===== src/hw/rtl/phfs_pkg.sv =====
// Shared types, constants and saturation helpers for the particle/hole force step.
// Used by phfs_iter, phfs_ctrl, phfs_dp and the top level.
`default_nettype none
package phfs_pkg;

  localparam int MAX_HOLES  = 16;
  localparam int FRAC_BITS  = 8;
  localparam int IDX_W      = $clog2(MAX_HOLES);
  localparam int COUNT_W    = $clog2(MAX_HOLES + 1);
  localparam int HALF_SHIFT = FRAC_BITS + 12;
  localparam int TERM_FRAC  = 24;
  localparam int GAIN_SHIFT = TERM_FRAC - FRAC_BITS;
  localparam int ARITH_W    = 42;
  localparam int ACC_W      = 57;
  localparam int CNT_W      = 6;

  localparam logic [1:0] MODE_STEP = 2'd0;
  localparam logic [1:0] MODE_PUSH = 2'd1;
  localparam logic [1:0] MODE_POP  = 2'd2;
  localparam logic [1:0] MODE_NONE = 2'd3;

  localparam logic [2:0] STAT_MOVED    = 3'd0;
  localparam logic [2:0] STAT_OUTSIDE  = 3'd1;
  localparam logic [2:0] STAT_CAPTURED = 3'd2;
  localparam logic [2:0] STAT_ADDED    = 3'd3;
  localparam logic [2:0] STAT_FULL     = 3'd4;
  localparam logic [2:0] STAT_REMOVED  = 3'd5;
  localparam logic [2:0] STAT_EMPTY    = 3'd6;

  localparam logic [2:0] CFG_FIELD_W = 3'd0;
  localparam logic [2:0] CFG_FIELD_H = 3'd1;
  localparam logic [2:0] CFG_CAPTURE = 3'd2;
  localparam logic [2:0] CFG_GAIN    = 3'd3;
  localparam logic [2:0] CFG_TSCALE  = 3'd4;

  typedef enum logic [1:0] {
    OP_MUL,
    OP_DIV,
    OP_SQRT
  } op_t;

  typedef enum logic [4:0] {
    ST_LOAD, ST_CHECK, ST_DIFF, ST_SQ, ST_SUM, ST_TEST, ST_SQRT,
    ST_DX1, ST_DX2, ST_DY1, ST_DY2, ST_GX, ST_GY,
    ST_AX1, ST_AX2, ST_AY1, ST_AY2, ST_EMIT
  } step_t;

  typedef struct packed {
    logic  start;
    logic  commit;
    step_t step;
  } cmd_t;

  typedef struct packed {
    logic [1:0] mode;
    logic       out_of_field;
    logic       no_holes;
    logic       captured;
    logic       s_zero;
    logic       last_hole;
    logic       iter_done;
    logic       out_free;
  } stat_t;

  function automatic logic [23:0] sat24(input logic signed [43:0] v);
    logic [23:0] res;
    if (v > 44'sd8388607) res = 24'h7FFFFF;
    else if (v < -44'sd8388608) res = 24'h800000;
    else res = v[23:0];
    return res;
  endfunction

  function automatic logic [41:0] clamp_sum(input logic signed [42:0] v);
    logic [41:0] res;
    if (v > 43'sd1099511627776) res = 42'h100_0000_0000;
    else if (v < -43'sd1099511627776) res = 42'h300_0000_0000;
    else res = v[41:0];
    return res;
  endfunction

endpackage
`default_nettype wire


===== src/hw/rtl/phfs_ctrl.sv =====
// Sequencer for the particle/hole force step: walks holes and issues datapath steps.
// Talks to phfs_dp only through cmd_t and stat_t from phfs_pkg.
`default_nettype none
module phfs_ctrl (
  input  wire logic            clk,
  input  wire logic            rst,
  input  wire logic            in_valid,
  output logic                 in_ready,
  input  wire phfs_pkg::stat_t stat,
  output phfs_pkg::cmd_t       cmd
);
  import phfs_pkg::*;

  typedef enum logic [17:0] {
    S_IDLE  = 18'h00001, S_CHECK = 18'h00002, S_DIFF = 18'h00004,
    S_SQ    = 18'h00008, S_SUM   = 18'h00010, S_TEST = 18'h00020,
    S_SQRT  = 18'h00040, S_DX1   = 18'h00080, S_DX2  = 18'h00100,
    S_DY1   = 18'h00200, S_DY2   = 18'h00400, S_GX   = 18'h00800,
    S_GY    = 18'h01000, S_AX1   = 18'h02000, S_AX2  = 18'h04000,
    S_AY1   = 18'h08000, S_AY2   = 18'h10000, S_EMIT = 18'h20000
  } state_t;

  state_t state, state_next;
  logic   issued, issued_next;
  logic   iter_st;
  state_t after_iter;
  step_t  iter_step;

  always_comb begin
    iter_st    = 1'b1;
    after_iter = S_IDLE;
    iter_step  = ST_SQRT;
    unique case (state)
      S_SQRT: begin iter_step = ST_SQRT; after_iter = S_DX1; end
      S_DX1:  begin iter_step = ST_DX1;  after_iter = S_DX2; end
      S_DX2:  begin iter_step = ST_DX2;  after_iter = S_DY1; end
      S_DY1:  begin iter_step = ST_DY1;  after_iter = S_DY2; end
      S_DY2:  begin
        iter_step  = ST_DY2;
        after_iter = stat.last_hole ? S_GX : S_DIFF;
      end
      S_GX:   begin iter_step = ST_GX;   after_iter = S_GY;  end
      S_GY:   begin iter_step = ST_GY;   after_iter = S_AX1; end
      S_AX1:  begin iter_step = ST_AX1;  after_iter = S_AX2; end
      S_AX2:  begin iter_step = ST_AX2;  after_iter = S_AY1; end
      S_AY1:  begin iter_step = ST_AY1;  after_iter = S_AY2; end
      S_AY2:  begin iter_step = ST_AY2;  after_iter = S_EMIT; end
      default: iter_st = 1'b0;
    endcase
  end

  always_comb begin
    state_next  = state;
    issued_next = issued;
    in_ready    = 1'b0;
    cmd.start   = 1'b0;
    cmd.commit  = 1'b0;
    cmd.step    = ST_LOAD;
    if (iter_st) begin
      cmd.step = iter_step;
      if (!issued) begin
        cmd.start   = 1'b1;
        issued_next = 1'b1;
      end else if (stat.iter_done) begin
        cmd.commit  = 1'b1;
        issued_next = 1'b0;
        state_next  = after_iter;
      end
    end else begin
      unique case (state)
        S_IDLE: begin
          in_ready   = 1'b1;
          cmd.commit = in_valid;
          if (in_valid) state_next = S_CHECK;
        end
        S_CHECK: begin
          cmd.step   = ST_CHECK;
          cmd.commit = 1'b1;
          if (stat.mode == MODE_NONE) state_next = S_IDLE;
          else if (stat.mode != MODE_STEP || stat.out_of_field) state_next = S_EMIT;
          else if (stat.no_holes) state_next = S_GX;
          else state_next = S_DIFF;
        end
        S_DIFF: begin
          cmd.step = ST_DIFF; cmd.commit = 1'b1; state_next = S_SQ;
        end
        S_SQ: begin
          cmd.step = ST_SQ; cmd.commit = 1'b1; state_next = S_SUM;
        end
        S_SUM: begin
          cmd.step = ST_SUM; cmd.commit = 1'b1; state_next = S_TEST;
        end
        S_TEST: begin
          cmd.step   = ST_TEST;
          cmd.commit = 1'b1;
          if (stat.captured) state_next = S_EMIT;
          else if (stat.s_zero) state_next = stat.last_hole ? S_GX : S_DIFF;
          else state_next = S_SQRT;
        end
        S_EMIT: begin
          cmd.step   = ST_EMIT;
          cmd.commit = stat.out_free;
          if (stat.out_free) state_next = S_IDLE;
        end
        default: state_next = S_IDLE;
      endcase
    end
  end

  always_ff @(posedge clk) begin
    if (rst) begin
      state  <= S_IDLE;
      issued <= 1'b0;
    end else begin
      state  <= state_next;
      issued <= issued_next;
    end
  end

  a_idle_not_issued: assert property (@(posedge clk) disable iff (rst)
    state == S_IDLE |-> !issued)
    else $error("unit op outstanding while idle");
  a_done_when_issued: assert property (@(posedge clk) disable iff (rst)
    stat.iter_done |-> issued)
    else $error("unit finished an op that was never issued");
  a_start_single: assert property (@(posedge clk) disable iff (rst)
    cmd.start |=> !cmd.start)
    else $error("unit started on two cycles in a row");

endmodule
`default_nettype wire


===== config.mk =====
export PLATFORM = sky130hd
export DESIGN_NAME = phfs_ctrl
export DESIGN_NICKNAME = d
export VERILOG_FILES = /design/src/hw/rtl/phfs_pkg.sv /design/src/hw/rtl/phfs_ctrl.sv
export SDC_FILE = /design/constraint.sdc
export NUM_CORES = 1
export LEC_CHECK = 0
export BUFFER_PORTS_ARGS = -buffer_cell sky130_fd_sc_hd__clkbuf_2
export CAP_MARGIN = 0
export CORE_AREA = 10 10 65 67
export DETAILED_ROUTE_END_ITERATION = 10
export DIE_AREA = 0 0 75 77
export PLACE_DENSITY_LB_ADDON = 0.3
export RECOVER_POWER = 50
export SLEW_MARGIN = 30
export SYNTH_ARGS = -nofsm -noshare
export SYNTH_HDL_FRONTEND = slang
export SYNTH_SLANG_ARGS = --single-unit
export TNS_END_PERCENT = 30

===== constraint.sdc =====
create_clock -name clk -period 2.6 [get_ports clk]
set_input_delay 0.39 -clock clk [delete_from_list [all_inputs] [get_ports clk]]
set_output_delay 0.39 -clock clk [all_outputs]
set_load 0.02 [all_outputs]

==> flow_metrics.env, run 1 <==
export IMPL_grt_pass1_wl_um=6479
export IMPL_final_hold_viol_count=0
export IMPL_wl_met2_um=2234
export IMPL_clock_skew_ps=4.177
export IMPL_cts_root_buf="clkbuf_4"
export IMPL_setup_slack_ps=-123.3
export IMPL_yosys_warnings=0
export IMPL_vdd_drop_max_mv=0.1813
export IMPL_vias=1622
export IMPL_drt_iter0_drc=129
export IMPL_postSynthAreaPerCell_um2=7.850
export IMPL_p_clk_frac=0.274
export IMPL_cts_buffers=3
export IMPL_pre_cts_ws_ps=95.46
export IMPL_die_area_um2=5775
export IMPL_synth_top_family_by_area="simple AND/OR/NAND/NOR gates"
export IMPL_drt_met1_wl_um=1779
export IMPL_postLayoutCoreUtil=0.6504
export IMPL_synth_seq_cells=19
export IMPL_synth_simple_gate_area_frac=0.4541
export IMPL_drv_cap=0
export IMPL_grt_overflow=0
export IMPL_wl_per_cell_um=18.19
export IMPL_insertion_delay_ps=300
export IMPL_setup_violations_final=2
export IMPL_switching_share=0.3177
export IMPL_clk_path_buf_depth=2
export IMPL_power_density_nw_per_um2=302.4
export IMPL_grt_usage=0.1369
export IMPL_yosysTopAreaCell="dfxtp_1"
export IMPL_crit_family="simple AND/OR/NAND/NOR gates"
export IMPL_crit_path_frequent_cell="nor4_4"
export IMPL_drcViolationCount=0
export IMPL_ys_types=49
export IMPL_clk_pin_slew_ps=120
export IMPL_place_congestion=0.8970
export IMPL_synth_fa_ha_area_frac=0
export IMPL_status="finished, violations left"
export IMPL_post_dp_cell_area_um2=1559
export IMPL_drv_slew=0
export IMPL_core_area_um2=2978
export IMPL_syn_cell_area_um2=1405
export IMPL_cp_max_fo=6
export IMPL_final_cell_mix="buf_4, nand2_1, nor2_1, clkbuf_2, a21oi_1"
export IMPL_crit_type="reg2out"
export IMPL_dp_cells=232
export IMPL_final_area_um2=1937
export IMPL_wl_met3_um=357
export IMPL_synth_top_cell_area_share=0.2707
export IMPL_synth_top_cells_by_area="dfxtp_1, nand2_1, nor2_1"
export IMPL_cp_start_kind="flip-flop"
export IMPL_p_int_mw=0.3996
export IMPL_final_period_utilization=1.047
export IMPL_maxUsedRoutingLayer="met4"
export IMPL_area_growth_pct=37.85
export IMPL_die_h_um=77
export IMPL_worstPathCellList="nor4_4, and2_4, nand3_1, nor4b_4, nor4_4, o21ai_2, buf_6"
export IMPL_seqPwrFrac=0.501
export IMPL_initial_core_util=0.4718
export IMPL_p_comb_frac=0.225
export IMPL_hold_slack_ps=337.6
export IMPL_crit_buf_inv=1
export IMPL_wirelength_um=4602
export IMPL_first_pass_iters=5
export IMPL_finalNetCount=233
export IMPL_synth_compound_area_frac=0.1541
export IMPL_synth_edf_count=0
export IMPL_p_leak_nw=0.7771
export IMPL_drt_antenna_violating_nets=0
export IMPL_antenna_found_initial=0
export IMPL_grt_max_degree=20
export IMPL_slew_headroom=0.6846
export IMPL_htree_levels=1
export IMPL_ys_seq_area_frac=0.2707
export IMPL_clock_sinks=19
export IMPL_p_sw_mw=0.1861
export IMPL_drive_gt1_frac=0.4227
export IMPL_synth_fp_nets=191
export IMPL_power_total_mw=0.5856
export IMPL_cts_tree="built"
export IMPL_required_ps=2210
export IMPL_synth_xor_area_share=0.04987
export IMPL_grt_pass1_vias=1459
export IMPL_violations="negative setup slack"
export IMPL_num_rows=20
export IMPL_finalNonFillerCells=253
export IMPL_slowest_stage="nor4_4"
export IMPL_synthFlopType="dfxtp_1"
export IMPL_synth_mux_area_frac=0.01425
export IMPL_period_needed_ps=2723
export IMPL_fin_tns_setup_ps=-136.7
export IMPL_ios=20
export IMPL_slowest_delay_ps=480
export IMPL_fmax_mhz=367.2
export IMPL_end_kind="primary output"
export IMPL_diodes=0
export IMPL_layout_commonest_cell="buf_4"
export IMPL_syn_inst=179
export IMPL_synthArstFlopShare=0
export IMPL_rsz0062_at_grt="yes"
export IMPL_die_w_um=75
export IMPL_hpwl_um=2787
export IMPL_hold_path_class="in2reg"
export IMPL_io_buffers=19
export IMPL_worstMarginPinSlew_ps=469.5
export IMPL_viasPerCell=6.411
export IMPL_arrival_ps=2330
state kept, by name, indices dropped and copies added (netlist names):
name	flops
issued	1
state	18
area by class of cell:
| class | instances | area [µm²] |
|---|---|---|
| clock inverter | 1 | 5.005 |
| timing repair buffer | 47 | 324.1 |
| tap | 33 | 41.29 |
| sequential | 19 | 411.6 |
| multi-input combinational | 146 | 1117 |
| fill | 208 | 1041 |
| inverter | 4 | 15.01 |
| clock buffer | 3 | 22.52 |
worst paths after layout:
check,start,slack [ps],endpoint,depth (start not counted)
max,state[5],-120,cmd[1],7
min,in_valid,340,state[1],3
max reg2reg,state[5],60,state[10],9
min reg2reg,state[4],540,state[5],2
layer usage:
metal  track usage  vias up
li1              -      746
met1        0.1707      750
met2        0.2137      101
met3       0.02317       25
met4       0.07386        0
met5             0        -
synth_stat cells, types with 2 or more instances:
master and n:
nand2_1 20, dfxtp_1 19, nor2_1 19, a21oi_1 11, nor3_1 9, nand3_1 8, nor4b_1 6, or3_1 6
nor4_1 5, xor2_1 5, and2_1 4, buf_2 4, inv_1 4, nand4b_1 4, nand4_1 3, nor4_2 3
o21ai_0 3, o21ai_1 3, or4_1 3, xnor2_1 3, and4_1 2, buf_4 2, buf_6 2, mux2i_1 2
nand3b_1 2, nor2b_1 2, o211ai_1 2, or4b_1 2
timing repair:
item	4_1_cts	5_1_grt
buffers inserted	6	11
cloned	0	0
hold endpoints to repair	0	0
setup endpoints to repair	4	4
pin swaps	3	15
hold buffers	0	0
resized for setup	21	38
power groups by stage:
stage / Combinational, mW / Sequential, mW / Clock [mW]
3_5_place_dp: 0.112 / 0.306 / 0
4_1_cts: 0.114 / 0.296 / 0.161
2_1_floorplan: 0.0751 / 0.305 / 0
3_3_place_gp: 0.111 / 0.305 / 0
5_1_grt: 0.141 / 0.294 / 0.173
6_report: 0.132 / 0.293 / 0.161
worst reg2reg max path, stage by stage, from the launching register on:
cell and delay [ps]:
dfxtp_2 390, nor4_4 480, buf_4 200, and4bb_4 310, a211oi_4 80, buf_4 150
o21ai_2 300, buf_4 270, mux2i_1 200, nor2_1 50
kinds of logic after synthesis:
family / after synthesis
AO/OA/AOI/OAI: 30
flip-flops: 19
buffers and inverters: 14
XOR/XNOR: 8
AND/OR/NAND/NOR: 106
multiplexers: 2
(Power assumes the default switching activity.)
==> run 2, diff against run 1 <==
--- a/config.mk
+++ b/config.mk
@@ -7,9 +7,9 @@
 export LEC_CHECK = 0
 export BUFFER_PORTS_ARGS = -buffer_cell sky130_fd_sc_hd__clkbuf_2
 export CAP_MARGIN = 0
-export CORE_AREA = 10 10 65 67
+export CORE_AREA = 2 2 57 59
 export DETAILED_ROUTE_END_ITERATION = 10
-export DIE_AREA = 0 0 75 77
+export DIE_AREA = 0 0 59 61
 export PLACE_DENSITY_LB_ADDON = 0.3
 export RECOVER_POWER = 50
 export SLEW_MARGIN = 30
==> run 2 against run 1 <==
Against the previous run: the flow still finishes with violations (negative setup slack); global-route usage is 9.4 points higher; clock power decreased by 4%; wire length decreased by 1.6%; critical path type unchanged; critical endpoint is now cmd[0]; largest power group unchanged.
==> flow_metrics.env, run 2 (synthesis gave the netlist of run 1 again) <==
export IMPL_status="finished, violations left"
export IMPL_violations="negative setup slack"
export IMPL_crit_type="reg2out"
export IMPL_r2r_start="state[14]"
export IMPL_r2r_slack_ps=180
export IMPL_num_rows=20
export IMPL_cts_buffers=3
export IMPL_reg_largest_list="state (18), issued (1)"
export IMPL_worstMarginPinSlew_ps=423.9
export IMPL_hpwl_um=2756
export IMPL_ios=20
export IMPL_cp_start_kind="flip-flop"
export IMPL_final_period_utilization=1.005
export IMPL_regMostFlops="state"
export IMPL_r2r_end="state[7]"
export IMPL_largest_reg_flops=18
export IMPL_end_kind="primary output"
export IMPL_dp_cells=227
export IMPL_viasPerCell=6.297
export IMPL_hold_slack_ps=294.4
export IMPL_antenna_found_initial=0
export IMPL_first_pass_iters=4
export IMPL_grt_pass1_wl_um=6189
export IMPL_htree_levels=1
export IMPL_grt_pass1_vias=1359
export IMPL_cp_max_fo=4
export IMPL_drcViolationCount=0
export IMPL_drv_cap=0
export IMPL_arrival_ps=2220
export IMPL_grt_usage=0.2307
export IMPL_multi_input_area_um2=1082
export IMPL_worstPathCellList="nor4_4, buf_4, nand2_2, or4_4, o31ai_4, nor2_2, o21ai_2, buf_6"
export IMPL_layout_commonest_cell="buf_4"
export IMPL_wl_per_cell_um=17.69
export IMPL_core_area_um2=2953
export IMPL_drt_antenna_violating_nets=0
export IMPL_register_area_um2=416.7
export IMPL_wirelength_um=4528
export IMPL_setup_violations_final=1
export IMPL_hold_path_class="in2reg"
export IMPL_cts_tree="built"
export IMPL_hold_end="state[1]"
export IMPL_initial_core_util=0.4758
export IMPL_hp_start="in_valid"
export IMPL_insertion_delay_ps=310
export IMPL_diodes=0
export IMPL_setup_slack_ps=-13.37
export IMPL_power_density_nw_per_um2=307.6
export IMPL_slowest_stage="or4_4"
export IMPL_final_hold_viol_count=0
export IMPL_hold_path_depth=3
export IMPL_layout_filler_cells=226
export IMPL_power_total_mw=0.5912
export IMPL_vias=1612
export IMPL_grt_max_degree=20
export IMPL_rsz0062_at_grt="yes"
export IMPL_p_leak_nw=0.7659
export IMPL_period_needed_ps=2613
export IMPL_crit_start="state[1]"
export IMPL_die_area_um2=3599
export IMPL_clock_sinks=19
export IMPL_drt_iter0_drc=74
export IMPL_final_cell_mix="buf_4, nand2_1, clkbuf_2, nor2_1, a21oi_1"
export IMPL_finalNetCount=236
export IMPL_drv_slew=0
export IMPL_clk_path_buf_depth=2
export IMPL_area_growth_pct=36.78
export IMPL_io_buffers=19
export IMPL_fmax_mhz=382.6
export IMPL_vdd_drop_max_mv=0.3240
export IMPL_cts_root_buf="clkbuf_4"
export IMPL_grt_overflow=0
export IMPL_clk_pin_slew_ps=120
export IMPL_finalNonFillerCells=256
export IMPL_place_congestion=0.9366
export IMPL_pre_cts_ws_ps=41.62
export IMPL_postLayoutCoreUtil=0.6508
export IMPL_drive_gt1_frac=0.4484
export IMPL_clock_skew_ps=13.80
export IMPL_required_ps=2210
export IMPL_rr_worst_depth=9
export IMPL_die_w_um=59
export IMPL_slowest_delay_ps=540
export IMPL_die_h_um=61
export IMPL_slew_headroom=0.7174
-- run 2: stage by stage --
| stage | TNS (ps) | area [µm²] |
|---|---|---|
| floorplan | 0 | 1405 |
| global placement | 0 | 1521 |
| detailed placement | 0 | 1521 |
| CTS | -1.079 | 1672 |
| global route | -118.7 | 1922 |
| finish | -13.37 | 1922 |
-- run 2: per-layer routing --
layer | vias to the layer above | part of all wire | global-route usage | routed length [µm]
li1 | 757 | - | - | -
met1 | 753 | 0.40 | 0.2813 | 1819
met2 | 86 | 0.51 | 0.4127 | 2309
met3 | 16 | 0.058 | 0.04691 | 261
met4 | 0 | 0.030 | 0.06494 | 138
met5 | - | 0 | 0 | 0
-- run 2: layout make-up --
| cell class | instances | share of cell area |
|---|---|---|
| clock buffer | 4 | 0.01367 |
| inverter | 4 | 0.007813 |
| tap | 33 | 0.02148 |
| sequential | 19 | 0.2168 |
| timing repair buffer | 50 | 0.1771 |
| multi-input combinational | 146 | 0.5632 |
-- run 2: worst max path at each step --
stage                    end  slack [ps]  cells past startpoint
floorplan             cmd[1]         220                      6
global placement    state[9]          30                      8
detailed placement  state[9]          40                      8
CTS                   cmd[0]          -1                      8
global route          cmd[0]         -60                      8
finish                cmd[0]         -10                      8
-- run 2: timing repair --
action,CTS,global route
gates resized for setup,20,40
setup endpoints to repair,4,4
pin swaps,5,17
buffers inserted,8,17
hold buffers,0,0
-- run 2: power by group --
part	total (mW)	leakage (nW)	switching [mW]	internal, mW
sequential	0.293	0.162	0.00567	0.287
clock	0.155	0.0150	0.0954	0.0599
combinational	0.143	0.589	0.0819	0.0613
total	0.591	0.766	0.183	0.408
-- run 2: worst max-delay path, delay by kind of cell (launching register included) --
family	cells	cell delay (ps)
AND/OR/NAND/NOR	4	1060
flip-flops	1	370
buffers and inverters	2	310
AO/OA/AOI/OAI	2	170
==> run 3, diff against run 2 <==
--- a/config.mk
+++ b/config.mk
@@ -7,9 +7,11 @@
 export LEC_CHECK = 0
 export BUFFER_PORTS_ARGS = -buffer_cell sky130_fd_sc_hd__clkbuf_2
 export CAP_MARGIN = 0
-export CORE_AREA = 2 2 57 59
+export CELL_PAD_IN_SITES_DETAIL_PLACEMENT = 0
+export CELL_PAD_IN_SITES_GLOBAL_PLACEMENT = 1
+export CORE_AREA = 2 2 61 63
 export DETAILED_ROUTE_END_ITERATION = 10
-export DIE_AREA = 0 0 59 61
+export DIE_AREA = 0 0 63 65
 export PLACE_DENSITY_LB_ADDON = 0.3
 export RECOVER_POWER = 50
 export SLEW_MARGIN = 30
==> run 3 against run 2 <==
Against the previous run: the run still ends with negative setup slack left; critical endpoint is now cmd[1]; clock-buffer cell count fell by 1; register-to-register slack improved by 100 ps; worst setup slack got worse by 92 ps; sequential cell count did not move; sequential power barely moved; wire length fell by 8.1%; worst hold slack got worse by 11 ps; critical path depth did not move; combinational power fell by 4%; clock skew fell by 11 ps; first-iteration DRC count fell by 47%; non-clock buffer count fell by 3; largest power group unchanged.
==> flow_metrics.env, run 3 (synthesis gave the netlist of run 1 again) <==
export IMPL_status="finished, violations left"
export IMPL_violations="negative setup slack"
export IMPL_die_w_um=63
export IMPL_finalNetCount=233
export IMPL_die_h_um=65
export IMPL_clk_pin_slew_ps=120
export IMPL_crit_type="reg2out"
export IMPL_viasPerCell=5.694
export IMPL_met2_usage=0.3630
export IMPL_grt_usage=0.2139
export IMPL_initial_core_util=0.4019
export IMPL_worstPathCellList="nor4_4, buf_4, nand3_4, and4bb_2, nor2_1, nor4_1, o21ai_1, buf_4"
export IMPL_final_cell_mix="buf_4, nand2_1, nor2_1, clkbuf_2, a21oi_1"
export IMPL_cp_max_fo=5
export IMPL_setup_slack_ps=-105.5
export IMPL_clk_path_buf_depth=2
export IMPL_grt_max_degree=20
export IMPL_first_pass_iters=4
export IMPL_worstMarginPinSlew_ps=436.9
export IMPL_slew_headroom=0.7087
export IMPL_rr_worst_depth=9
export IMPL_antenna_found_initial=0
export IMPL_post_dp_cell_area_um2=1600
export IMPL_cp_start_kind="flip-flop"
export IMPL_insertion_delay_ps=320
export IMPL_p_leak_nw=0.7457
export IMPL_area_growth_pct=34.02
export IMPL_r2r_start="state[8]"
export IMPL_htree_levels=1
export IMPL_crit_start="state[0]"
export IMPL_hpwl_um=2824
export IMPL_largest_reg_flops=18
export IMPL_grt_use_met3=0.02778
export IMPL_final_hold_viol_count=0
export IMPL_wl_per_cell_um=15.52
export IMPL_crit_path_frequent_cell="buf_4"
export IMPL_diodes=0
export IMPL_reg_largest_list="state (18), issued (1)"
export IMPL_arrival_ps=2320
export IMPL_place_congestion=0.8354
export IMPL_end_kind="primary output"
export IMPL_grt_overflow=0
export IMPL_regMostFlops="state"
export IMPL_layout_filler_cells=364
export IMPL_clock_sinks=19
export IMPL_die_area_um2=4095
export IMPL_slowest_delay_ps=380
export IMPL_final_area_um2=1883
export IMPL_hold_path_class="in2reg"
export IMPL_rsz0062_at_grt="yes"
export IMPL_drt_antenna_violating_nets=0
export IMPL_grt_pass1_wl_um=6893
export IMPL_critPathCapture="cmd[1]"
export IMPL_ios=20
export IMPL_grt_busiest_layer="met2"
export IMPL_num_rows=22
export IMPL_fmax_mhz=369.6
export IMPL_vdd_drop_max_mv=0.2381
export IMPL_drcViolationCount=0
export IMPL_grt_pass1_vias=1478
export IMPL_power_density_nw_per_um2=319.0
export IMPL_io_buffers=19
export IMPL_wirelength_um=4160
export IMPL_r2r_end="state[13]"
export IMPL_clock_skew_ps=2.889
export IMPL_period_needed_ps=2705
export IMPL_slowest_stage="dfxtp_4"
export IMPL_setup_violations_final=1
export IMPL_use_met1=0.2643
export IMPL_drt_iter0_drc=39
export IMPL_vias=1526
export IMPL_cts_buffers=3
export IMPL_drv_slew=0
export IMPL_power_total_mw=0.6008
export IMPL_core_area_um2=3496
export IMPL_final_period_utilization=1.041
export IMPL_r2r_slack_ps=280
export IMPL_drive_gt1_frac=0.3955
export IMPL_cts_tree="built"
export IMPL_drv_cap=0
export IMPL_layout_commonest_cell="buf_4"
export IMPL_required_ps=2210
export IMPL_cts_root_buf="clkbuf_4"
-- run 3: cell count changes in the layout (fill, tap and decap cells not counted), sizes merged --
cell    before  now
clkbuf      21   20
clkinv       0    1
buf         33   30
-- run 3: timing repair --
action,CTS,global route
hold buffers,0,0
pin swaps,5,10
resized for setup,23,21
hold endpoints to repair,0,0
buffers inserted,7,7
endpoints found under the setup margin,4,4
-- run 3: worst min path at each step --
stage | start | to | slack, ps | depth (start not counted)
5_1_grt | in_valid | state[1] | 290 | 3
6_report | in_valid | state[1] | 280 | 3
2_1_floorplan | state[16] | state[16] | 480 | 2
3_5_place_dp | state[4] | state[5] | 530 | 2
3_3_place_gp | issued | issued | 500 | 2
4_1_cts | in_valid | state[1] | 290 | 3
-- run 3: power by group --
part | total, mW | leakage [nW] | internal (mW) | switching [mW]
sequential | 0.295 | 0.160 | 0.289 | 0.00550
combinational | 0.137 | 0.568 | 0.0611 | 0.0755
clock | 0.170 | 0.0177 | 0.0578 | 0.112
total | 0.601 | 0.746 | 0.408 | 0.193
-- run 3: cell type report --
cell class	instances	area, µm²	area share
Inverter	4	15.01	0.007973
Timing Repair Buffer	47	320.3	0.1701
Multi-Input combinational cell	146	1049	0.5568
Sequential cell	19	411.6	0.2186
Clock buffer	3	22.52	0.01196
Clock inverter	1	5.005	0.002658
Tap cell	48	60.06	0.03189
-- run 3: layer usage --
| layer | up-vias | wire length, µm |
|---|---|---|
| met5 | - | 0 |
| li1 | 753 | - |
| met1 | 721 | 1885 |
| met3 | 11 | 137 |
| met4 | 0 | 91 |
| met2 | 41 | 2046 |
-- run 3: worst max-delay path, delay by kind of cell (launching register included) --
family          cells  cell delay (ps)
compound gates      1              130
buf+inv             2              360
flops               1              380
simple gates        5             1110
-- run 3: metrics by stage --
stage / utilization / setup TNS (ps) / worst slack (ps) / hold slack (ps) / instances
6_report: 0.5387 / -105.5 / -105.5 / 283.1 / 268
3_3_place_gp: 0.4578 / 0 / 233.5 / 504.9 / 250
2_1_floorplan: - / 0 / 215.0 / 485.0 / 179
4_1_cts: 0.5043 / 0 / 7.133 / 285.7 / 261
3_5_place_dp: 0.4578 / 0 / 194.9 / 531.3 / 250
5_1_grt: 0.5387 / -398.7 / -248.2 / 287.6 / 268
